### src/pidc_pkg.sv
package pidc_pkg;

  // Default depth of the hit list
  localparam int HIT_CAPACITY_DEF = 64;

  localparam int ID_W       = 24;
  localparam int BYTE_W     = 8;
  localparam int TOTAL_W    = 7;
  localparam int TOTAL_MAX  = 127;

  // Entries in the queue between front and back
  localparam int QUEUE_DEPTH = 2;

  // Classified pixel request handed from front to back
  typedef struct packed {
    logic            first_pixel;
    logic            is_bg;
    logic [ID_W-1:0] cand;
  } item_t;

  typedef enum logic {
    BK_IDLE,
    BK_SCAN
  } back_state_t;

endpackage

### src/pick_id_dedup_collector_unit.sv
// Object-id picking hit collector.
// Input channel (in_valid / in_stall): one request per pixel of an object-id
// render target, three color bytes plus a first-pixel mark. The id is
// {red, green, blue}; id zero is background. A nonzero id gives the object
// index id - 1, which is appended to the hit list unless already present.
// Result channel (out_valid / out_stall): exactly one result per request, in
// order: new_hit, hit_object, hit_total (saturating at 127), the sticky
// overflow flag and the single-select done flag.
// Config: cfg_wr_en / cfg_wr_data write single_select; write only when idle.
// Timing: a front stage registers and classifies each request, a two-entry
// queue decouples it from the back end, which searches the hit list one
// entry per cycle through the single-port list memory. A background,
// stopped or first-in-list request is answered without a search; a search
// reads the listed entries in order until a match or the end of the list.
// Each result is held in the output register until the receiver takes it.
// Reset clears the count, stop and overflow flags and single_select; list
// contents are not cleared, only entries below the count are ever read.
// When the receiver stalls, the result holds in the output register, the
// back end waits, and the front keeps filling the queue until it is full.
module pick_id_dedup_collector_unit #(
  parameter int HIT_CAPACITY = pidc_pkg::HIT_CAPACITY_DEF
) (
  input  logic                          clk,
  input  logic                          rst_n,
  input  logic                          cfg_wr_en,
  input  logic                          cfg_wr_data,
  input  logic                          in_valid,
  output logic                          in_stall,
  input  logic                          in_first_pixel,
  input  logic [pidc_pkg::BYTE_W-1:0]   in_blue_byte,
  input  logic [pidc_pkg::BYTE_W-1:0]   in_green_byte,
  input  logic [pidc_pkg::BYTE_W-1:0]   in_red_byte,
  output logic                          out_valid,
  input  logic                          out_stall,
  output logic                          out_new_hit,
  output logic [pidc_pkg::ID_W-1:0]     out_hit_object,
  output logic [pidc_pkg::TOTAL_W-1:0]  out_hit_total,
  output logic                          out_list_overflow,
  output logic                          out_collection_done
);
  import pidc_pkg::*;

  logic  single_select_r;
  logic  fr_valid;
  logic  fr_stall;
  item_t fr_item;
  logic  q_valid;
  logic  q_pop;
  item_t q_item;

  // Mode register; hold until the next write
  always_ff @(posedge clk) begin
    if (!rst_n) begin
      single_select_r <= 1'b0;
    end else if (cfg_wr_en) begin
      single_select_r <= cfg_wr_data;
    end
  end

  // Register the pixel, form the id and classify it
  pidc_front u_front (
    .clk            (clk),
    .rst_n          (rst_n),
    .in_valid       (in_valid),
    .in_stall       (in_stall),
    .in_first_pixel (in_first_pixel),
    .in_blue_byte   (in_blue_byte),
    .in_green_byte  (in_green_byte),
    .in_red_byte    (in_red_byte),
    .fr_valid       (fr_valid),
    .fr_stall       (fr_stall),
    .fr_item        (fr_item)
  );

  // Decouple the front from the list search
  pidc_queue u_queue (
    .clk      (clk),
    .rst_n    (rst_n),
    .wr_valid (fr_valid),
    .wr_stall (fr_stall),
    .wr_item  (fr_item),
    .rd_valid (q_valid),
    .rd_pop   (q_pop),
    .rd_item  (q_item)
  );

  // Search, append and drive the result register
  pidc_back #(
    .HIT_CAPACITY (HIT_CAPACITY)
  ) u_back (
    .clk                 (clk),
    .rst_n               (rst_n),
    .single_select       (single_select_r),
    .q_valid             (q_valid),
    .q_pop               (q_pop),
    .q_item              (q_item),
    .out_valid           (out_valid),
    .out_stall           (out_stall),
    .out_new_hit         (out_new_hit),
    .out_hit_object      (out_hit_object),
    .out_hit_total       (out_hit_total),
    .out_list_overflow   (out_list_overflow),
    .out_collection_done (out_collection_done)
  );

endmodule

### src/pidc_front.sv
module pidc_front (
  input  logic                         clk,
  input  logic                         rst_n,
  input  logic                         in_valid,
  output logic                         in_stall,
  input  logic                         in_first_pixel,
  input  logic [pidc_pkg::BYTE_W-1:0]  in_blue_byte,
  input  logic [pidc_pkg::BYTE_W-1:0]  in_green_byte,
  input  logic [pidc_pkg::BYTE_W-1:0]  in_red_byte,
  output logic                         fr_valid,
  input  logic                         fr_stall,
  output pidc_pkg::item_t              fr_item
);
  import pidc_pkg::*;

  logic            valid_r;
  logic            valid_nxt;
  item_t           item_r;
  logic [ID_W-1:0] id;
  logic            accept;

  assign id       = {in_red_byte, in_green_byte, in_blue_byte};
  assign in_stall = valid_r && fr_stall;
  assign accept   = in_valid && !in_stall;

  always_comb begin
    if (accept) begin
      valid_nxt = 1'b1;
    end else if (valid_r && !fr_stall) begin
      valid_nxt = 1'b0;
    end else begin
      valid_nxt = valid_r;
    end
  end

  always_ff @(posedge clk) begin
    if (!rst_n) begin
      valid_r <= 1'b0;
    end else begin
      valid_r <= valid_nxt;
    end
  end

  // Classify: background test and object index (id minus one)
  always_ff @(posedge clk) begin
    if (accept) begin
      item_r.first_pixel <= in_first_pixel;
      item_r.is_bg       <= (id == '0);
      item_r.cand        <= id - ID_W'(1);
    end
  end

  assign fr_valid = valid_r;
  assign fr_item  = item_r;

endmodule

### src/pidc_queue.sv
module pidc_queue (
  input  logic            clk,
  input  logic            rst_n,
  input  logic            wr_valid,
  output logic            wr_stall,
  input  pidc_pkg::item_t wr_item,
  output logic            rd_valid,
  input  logic            rd_pop,
  output pidc_pkg::item_t rd_item
);
  import pidc_pkg::*;

  localparam int PTR_W = (QUEUE_DEPTH > 1) ? $clog2(QUEUE_DEPTH) : 1;
  localparam int CNT_W = $clog2(QUEUE_DEPTH + 1);

  item_t            slot_r [QUEUE_DEPTH];
  logic [PTR_W-1:0] wptr_r;
  logic [PTR_W-1:0] wptr_nxt;
  logic [PTR_W-1:0] rptr_r;
  logic [PTR_W-1:0] rptr_nxt;
  logic [CNT_W-1:0] cnt_r;
  logic [CNT_W-1:0] cnt_nxt;
  logic             push;
  logic             pop;

  assign wr_stall = (cnt_r == CNT_W'(QUEUE_DEPTH));
  assign push     = wr_valid && !wr_stall;
  assign rd_valid = (cnt_r != '0);
  assign pop      = rd_pop && rd_valid;
  assign rd_item  = slot_r[rptr_r];

  always_comb begin
    wptr_nxt = wptr_r;
    rptr_nxt = rptr_r;
    cnt_nxt  = cnt_r;
    if (push) begin
      wptr_nxt = (32'(wptr_r) == QUEUE_DEPTH - 1) ? '0 : wptr_r + PTR_W'(1);
    end
    if (pop) begin
      rptr_nxt = (32'(rptr_r) == QUEUE_DEPTH - 1) ? '0 : rptr_r + PTR_W'(1);
    end
    if (push && !pop) begin
      cnt_nxt = cnt_r + CNT_W'(1);
    end else if (pop && !push) begin
      cnt_nxt = cnt_r - CNT_W'(1);
    end
  end

  always_ff @(posedge clk) begin
    if (!rst_n) begin
      wptr_r <= '0;
      rptr_r <= '0;
      cnt_r  <= '0;
    end else begin
      wptr_r <= wptr_nxt;
      rptr_r <= rptr_nxt;
      cnt_r  <= cnt_nxt;
    end
  end

  always_ff @(posedge clk) begin
    if (push) begin
      slot_r[wptr_r] <= wr_item;
    end
  end

endmodule

### src/pidc_back.sv
module pidc_back #(
  parameter int HIT_CAPACITY = pidc_pkg::HIT_CAPACITY_DEF
) (
  input  logic                          clk,
  input  logic                          rst_n,
  input  logic                          single_select,
  input  logic                          q_valid,
  output logic                          q_pop,
  input  pidc_pkg::item_t               q_item,
  output logic                          out_valid,
  input  logic                          out_stall,
  output logic                          out_new_hit,
  output logic [pidc_pkg::ID_W-1:0]     out_hit_object,
  output logic [pidc_pkg::TOTAL_W-1:0]  out_hit_total,
  output logic                          out_list_overflow,
  output logic                          out_collection_done
);
  import pidc_pkg::*;

  localparam int IDX_W = (HIT_CAPACITY > 1) ? $clog2(HIT_CAPACITY) : 1;
  localparam int CNT_W = $clog2(HIT_CAPACITY + 1);

  back_state_t      state_r;
  back_state_t      state_nxt;
  logic [CNT_W-1:0] count_r;
  logic [CNT_W-1:0] count_nxt;
  logic             stop_r;
  logic             stop_nxt;
  logic             ovf_r;
  logic             ovf_nxt;
  item_t            item_r;
  item_t            item_nxt;
  logic [IDX_W-1:0] iss_r;
  logic [IDX_W-1:0] iss_nxt;
  logic             iss_done_r;
  logic             iss_done_nxt;
  logic             chk_r;
  logic             chk_nxt;

  logic [ID_W-1:0]  mem [HIT_CAPACITY];
  logic [ID_W-1:0]  mem_q;
  logic             rd_en;
  logic [IDX_W-1:0] rd_addr;
  logic             wr_en;
  logic [IDX_W-1:0] wr_addr;
  logic [ID_W-1:0]  wr_data;

  logic             do_ins;
  logic [CNT_W-1:0] ins_cnt;
  logic [CNT_W-1:0] eff_cnt;
  logic             eff_stop;
  logic             emit;
  logic             res_new;
  logic [ID_W-1:0]  res_obj;

  logic             out_valid_r;
  logic             out_new_r;
  logic [ID_W-1:0]  out_obj_r;
  logic [TOTAL_W-1:0] out_total_r;
  logic             out_ovf_r;
  logic             out_done_r;

  always_comb begin
    state_nxt    = state_r;
    count_nxt    = count_r;
    stop_nxt     = stop_r;
    ovf_nxt      = ovf_r;
    item_nxt     = item_r;
    iss_nxt      = iss_r;
    iss_done_nxt = iss_done_r;
    chk_nxt      = 1'b0;
    rd_en        = 1'b0;
    rd_addr      = iss_r;
    wr_en        = 1'b0;
    wr_addr      = '0;
    wr_data      = item_r.cand;
    q_pop        = 1'b0;
    emit         = 1'b0;
    do_ins       = 1'b0;
    ins_cnt      = count_r;
    res_new      = 1'b0;
    res_obj      = '0;
    eff_cnt      = item_r.first_pixel ? '0 : count_r;
    eff_stop     = 1'b0;

    case (state_r)
      BK_IDLE: begin
        eff_cnt  = q_item.first_pixel ? '0 : count_r;
        eff_stop = q_item.first_pixel ? 1'b0 : stop_r;
        wr_data  = q_item.cand;
        if (q_valid && !out_valid_r) begin
          q_pop     = 1'b1;
          item_nxt  = q_item;
          count_nxt = eff_cnt;
          stop_nxt  = eff_stop;
          if (eff_stop || q_item.is_bg) begin
            emit = 1'b1;
          end else if (eff_cnt == '0) begin
            do_ins  = 1'b1;
            ins_cnt = eff_cnt;
          end else begin
            rd_en        = 1'b1;
            rd_addr      = '0;
            chk_nxt      = 1'b1;
            iss_nxt      = IDX_W'(1);
            iss_done_nxt = (eff_cnt == CNT_W'(1));
            state_nxt    = BK_SCAN;
          end
        end
      end
      BK_SCAN: begin
        if (chk_r && mem_q == item_r.cand) begin
          // duplicate: list unchanged
          emit      = 1'b1;
          state_nxt = BK_IDLE;
        end else if (iss_done_r) begin
          do_ins    = 1'b1;
          ins_cnt   = count_r;
          state_nxt = BK_IDLE;
        end else begin
          rd_en        = 1'b1;
          rd_addr      = iss_r;
          chk_nxt      = 1'b1;
          iss_nxt      = iss_r + IDX_W'(1);
          iss_done_nxt = (CNT_W'(iss_r) + CNT_W'(1) == count_r);
        end
      end
      default: begin
        state_nxt = BK_IDLE;
      end
    endcase

    // Append a new index, or flag overflow when the list is full
    if (do_ins) begin
      emit = 1'b1;
      if (ins_cnt < CNT_W'(HIT_CAPACITY)) begin
        wr_en     = 1'b1;
        wr_addr   = ins_cnt[IDX_W-1:0];
        count_nxt = ins_cnt + CNT_W'(1);
        res_new   = 1'b1;
        res_obj   = wr_data;
        stop_nxt  = single_select;
      end else begin
        ovf_nxt = 1'b1;
      end
    end
  end

  always_ff @(posedge clk) begin
    if (!rst_n) begin
      state_r <= BK_IDLE;
      count_r <= '0;
      stop_r  <= 1'b0;
      ovf_r   <= 1'b0;
      chk_r   <= 1'b0;
    end else begin
      state_r <= state_nxt;
      count_r <= count_nxt;
      stop_r  <= stop_nxt;
      ovf_r   <= ovf_nxt;
      chk_r   <= chk_nxt;
    end
  end

  always_ff @(posedge clk) begin
    item_r     <= item_nxt;
    iss_r      <= iss_nxt;
    iss_done_r <= iss_done_nxt;
  end

  always_ff @(posedge clk) begin
    if (wr_en) begin
      mem[wr_addr] <= wr_data;
    end
  end

  always_ff @(posedge clk) begin
    if (rd_en) begin
      mem_q <= mem[rd_addr];
    end
  end

  always_ff @(posedge clk) begin
    if (!rst_n) begin
      out_valid_r <= 1'b0;
    end else if (emit) begin
      out_valid_r <= 1'b1;
    end else if (!out_stall) begin
      out_valid_r <= 1'b0;
    end
  end

  always_ff @(posedge clk) begin
    if (emit) begin
      out_new_r   <= res_new;
      out_obj_r   <= res_obj;
      out_total_r <= (32'(count_nxt) > TOTAL_MAX) ? TOTAL_W'(TOTAL_MAX)
                                                  : TOTAL_W'(count_nxt);
      out_ovf_r   <= ovf_nxt;
      out_done_r  <= stop_nxt;
    end
  end

  assign out_valid           = out_valid_r;
  assign out_new_hit         = out_new_r;
  assign out_hit_object      = out_obj_r;
  assign out_hit_total       = out_total_r;
  assign out_list_overflow   = out_ovf_r;
  assign out_collection_done = out_done_r;

endmodule
### config.mk
export PLATFORM = sky130hd
export DESIGN_NAME = pick_id_dedup_collector_unit
export DESIGN_NICKNAME = d
export VERILOG_FILES = /design/src/pidc_pkg.sv /design/src/pick_id_dedup_collector_unit.sv /design/src/pidc_front.sv /design/src/pidc_queue.sv /design/src/pidc_back.sv
export SDC_FILE = /design/constraint.sdc
export NUM_CORES = 2
export LEC_CHECK = 0
export BUFFER_PORTS_ARGS = -buffer_cell sky130_fd_sc_hd__buf_2
export CAP_MARGIN = 20
export CORE_MARGIN = 2
export CORE_UTILIZATION = 50
export CTS_CLUSTER_SIZE = 28
export DETAILED_ROUTE_END_ITERATION = 12
export PLACE_DENSITY = 0.68
export REMOVE_ABC_BUFFERS = 1
export SYNTH_ARGS = -nofsm -noshare
export SYNTH_HDL_FRONTEND = slang
export SYNTH_SLANG_ARGS = --single-unit
### constraint.sdc
create_clock -name clk -period 12.6 [get_ports clk]
set_input_delay 1.26 -clock clk [delete_from_list [all_inputs] [get_ports clk]]
set_output_delay 1.26 -clock clk [all_outputs]
set_load 0.01 [all_outputs]
==> results.json <==
{
  "antenna_violating_nets_post_route": 0,
  "report.final.hold_viol_count": 0,
  "drt-total-wl_mm": 179,
  "clock_insertion_delay_worst_skew_ns": 0.82,
  "critical-path-slowest-cell": "sky130_fd_sc_hd__nand3_1",
  "pwr_density_cell_nw_per_um2": 177,
  "tritoncts_clock_tree": "yes",
  "fill_cells": 10100,
  "io-pin-count": 67,
  "final-setup-viol-count": 0,
  "finalNetCount": 3968,
  "detailroute.via_count": 37500,
  "p_int_mw": 9.98,
  "final_layout_setup_total_negative_slack_ns": 0,
  "sum_of_buffers_and_inverters_on_the_critical_path": 1,
  "postSynth.asyncResetShare": 0,
  "end_kind": "flop",
  "yosysWarningCount": 0,
  "tritoncts.num_buffers": 169,
  "switching_share": 0.260,
  "postSynthRegisterBits": 1721,
  "timing_worst_setup_path_type": "reg2reg",
  "grt_remaining_overflow": 0,
  "cp_slowest_stage_delay_ns": 1.03,
  "crit_fanout": 49,
  "detailedRoute.firstIterationViolations": 5599,
  "worstPathRequired_ns": 13.12,
  "synth_top_area_share": 0.754,
  "setup.worst_path.start_class": "flop",
  "coreArea_sq_um": 135000,
  "fin_worst_hold_slack_ns": 0.449,
  "cap_viol_max_count": 0,
  "combinationalPowerShare": 0.120,
  "cell_area_synth_sq_um": 67800,
  "drcViolationCount": 0,
  "detailedRoute.firstPassIterationCount": 6,
  "cts.root.buffer_cell": "sky130_fd_sc_hd__clkbuf_16",
  "ir_worst_vdd_uv": 146,
  "min-delay-path-class": "reg2reg",
  "pin_count_of_the_biggest_net_entering_global_routing": 137,
  "clock_tree.htree_level_count": 4,
  "max-clock-path-buffers": 3,
  "cts_sinks": 1721,
  "power.clock.fraction": 0.357,
  "critical_path.cell_chain": "nor2_1 -> or3_1 -> inv_2 -> nand3_4 -> nand3_1 -> a2111oi_0 -> o32ai_1 -> nand4b_1",
  "finalCritPeriodShare": 0.425,
  "layout-drive-gt1-share": 0.200,
  "critPathArrivalTime_ns": 5.87,
  "gr-usage-all-layers": 0.258,
  "synth_common_cells": "1703 x sky130_fd_sc_hd__edfxtp_1, 223 x sky130_fd_sc_hd__nor2_1, 213 x sky130_fd_sc_hd__a21oi_1",
  "netlist_top_cells_area": "sky130_fd_sc_hd__edfxtp_1 75%, sky130_fd_sc_hd__mux4_2 6.5%, sky130_fd_sc_hd__mux2i_1 3.1%",
  "crit_family": "simple AND/OR/NAND/NOR gates",
  "grt_antenna_before_repair": 5,
  "die_area_sq_um": 139000,
  "route.detailed.wl_per_inst_microns": 30.7,
  "yosysMostFrequentCell": "sky130_fd_sc_hd__edfxtp_1",
  "port-buffer-count": 66,
  "skew_ns": 0.0362,
  "yosysSeqAreaShare": 0.759,
  "post_cts_hold_buffer_count": 0,
  "place.gp.congestion": 0.974,
  "rsz0062_at_grt": "no",
  "clk_pin_slew_worst_paths_ns": 0.06,
  "p_leak_nw": 24.8,
  "post-dp-hpwl_mm": 105,
  "dp.cells": 5541,
  "fp.dieH_microns": 372,
  "layoutNonFillerInstCount": 5850,
  "post_synth_top_flop": "sky130_fd_sc_hd__edfxtp_1",
  "synth-edff-count": 1703,
  "initial_utilization": 0.502,
  "sequentialPowerShare": 0.523,
  "timing_max_transition_violations_final": 0,
  "postCtsResizedCells": 0,
  "run_status": "completed",
  "area_delta_synth_final_pct": 12.2,
  "postSynthCellCount": 3791,
  "cts_setup_buffers": 0,
  "grt_pass1_wl_mm": 255,
  "placement_rows": 135,
  "grt_pass1_vias": 35400,
  "syn_avg_cell_area_sq_um": 17.9,
  "detail_route.vias_per_cell": 6.40,
  "post-synth-top-area-cell": "sky130_fd_sc_hd__edfxtp_1",
  "max_clock_freq_ghz": 0.187,
  "final_period_minus_worst_setup_slack_ns": 5.35,
  "timing_worst_slew_pin_value_ns": 1.13,
  "die-width_microns": 372,
  "yosys.cell_types.count": 74,
  "switching_power_mw": 3.51,
  "maxSlewHeadroom": 0.245
}
[final timing paths]
check / startpoint / to / slack [ns] / cells after the start
hold reg to reg: u_front.fr_item[9] / u_queue.slot_r[0][9] / 0.45 / 0
setup / recovery: u_queue.cnt_r[0] / u_back.mem_q[3] / 7.25 / 8
hold / removal: u_front.fr_item[9] / u_queue.slot_r[0][9] / 0.45 / 0
setup reg to reg: u_queue.cnt_r[0] / u_back.mem_q[3] / 7.25 / 8
[layout make-up]
cell class	instances	area [sq um]	share of cell area
Antenna cell	1	2.50	0.0000329
Clock buffer	223	4500	0.0591
Clock inverter	83	714	0.00939
Inverter	19	72.6	0.000954
Multi-Input combinational cell	1818	15600	0.205
Sequential cell	1721	51500	0.677
Tap cell	1781	2230	0.0293
Timing Repair Buffer	204	1510	0.0199
[metal layers]
layer  share of wire  up-vias  track usage
met3            0.11      345       0.0682
li1                -    15600            -
met2            0.45     2121        0.375
met4           0.036        0       0.0952
met1            0.40    19400        0.377
met5               0        -            0
[per-stage QoR]
step	total power, mW	worst slack, ns	util	area [sq um]
floorplan	7.96	-4.08	-	66800
global placement	8.71	7.56	0.523	70700
detailed placement	8.76	7.45	0.524	70800
CTS	13.5	7.43	0.563	76000
global route	13.8	7.12	0.563	76100
finish	13.5	7.25	0.563	76100
[power by group through the flow]
stage                     clock [mW]  combinational (mW)  sequential (mW)
after global routing            5.10                1.68             7.06
after detailed placement           0                1.59             7.17
after CTS                       4.88                1.59             7.05
after floorplan                    0               0.771             7.19
final                           4.82                1.62             7.05
after global placement             0                1.54             7.16
[sequential cells by signal (all words and copies together) (netlist names), 2 cells and up, named ones only]
register               flops
u_back.mem              1536
u_queue.slot_r            52
u_front.fr_item           26
u_back.item_r             24
u_back.mem_q              24
u_back.out_hit_object     24
u_back.count_r             7
u_back.out_hit_total       7
u_back.iss_r               6
u_queue.cnt_r              2
[logic make-up after synthesis]
logic type	share of synthesized area
adder cells (fa/ha/maj)	0.000738
flip-flops	0.759
buffers and inverters	0.0165
XOR/XNOR	0.00749
multiplexers	0.108
AO/OA/AOI/OAI	0.0644
AND/OR/NAND/NOR	0.0441
[cell usage in the layout (no fill, tap or decap), types with 6 or more instances in the layout]
master	synthesis	layout
sky130_fd_sc_hd__a2111oi_0	22	22
sky130_fd_sc_hd__a211o_1	22	22
sky130_fd_sc_hd__a211oi_1	47	47
sky130_fd_sc_hd__a21oi_1	213	212
sky130_fd_sc_hd__a22oi_1	24	23
sky130_fd_sc_hd__a31o_2	22	22
sky130_fd_sc_hd__a32oi_1	47	47
sky130_fd_sc_hd__and2_1	13	13
sky130_fd_sc_hd__buf_2	58	66
sky130_fd_sc_hd__buf_4	14	126
sky130_fd_sc_hd__bufinv_16	0	8
sky130_fd_sc_hd__clkbuf_1	137	51
sky130_fd_sc_hd__clkbuf_16	0	172
sky130_fd_sc_hd__clkinv_1	0	38
sky130_fd_sc_hd__clkinv_2	0	23
sky130_fd_sc_hd__dfxtp_1	18	18
sky130_fd_sc_hd__edfxtp_1	1703	1703
sky130_fd_sc_hd__inv_1	18	16
sky130_fd_sc_hd__inv_16	0	6
sky130_fd_sc_hd__mux2_2	73	73
sky130_fd_sc_hd__mux2i_1	208	208
sky130_fd_sc_hd__mux4_2	195	195
sky130_fd_sc_hd__nand2_1	135	134
sky130_fd_sc_hd__nand2b_1	52	52
sky130_fd_sc_hd__nand3_1	45	44
sky130_fd_sc_hd__nand4_1	7	7
sky130_fd_sc_hd__nand4b_1	22	22
sky130_fd_sc_hd__nor2_1	223	160
sky130_fd_sc_hd__nor2_2	0	59
sky130_fd_sc_hd__nor2b_1	53	52
sky130_fd_sc_hd__nor3_1	15	13
sky130_fd_sc_hd__nor4_1	11	11
sky130_fd_sc_hd__o211ai_1	6	6
sky130_fd_sc_hd__o21ai_0	107	106
sky130_fd_sc_hd__o22ai_1	92	92
sky130_fd_sc_hd__o32ai_1	22	22
sky130_fd_sc_hd__or3_1	8	8
sky130_fd_sc_hd__xnor2_1	30	30
sky130_fd_sc_hd__xor2_1	28	28
Power figures use the tool's default switching activity.
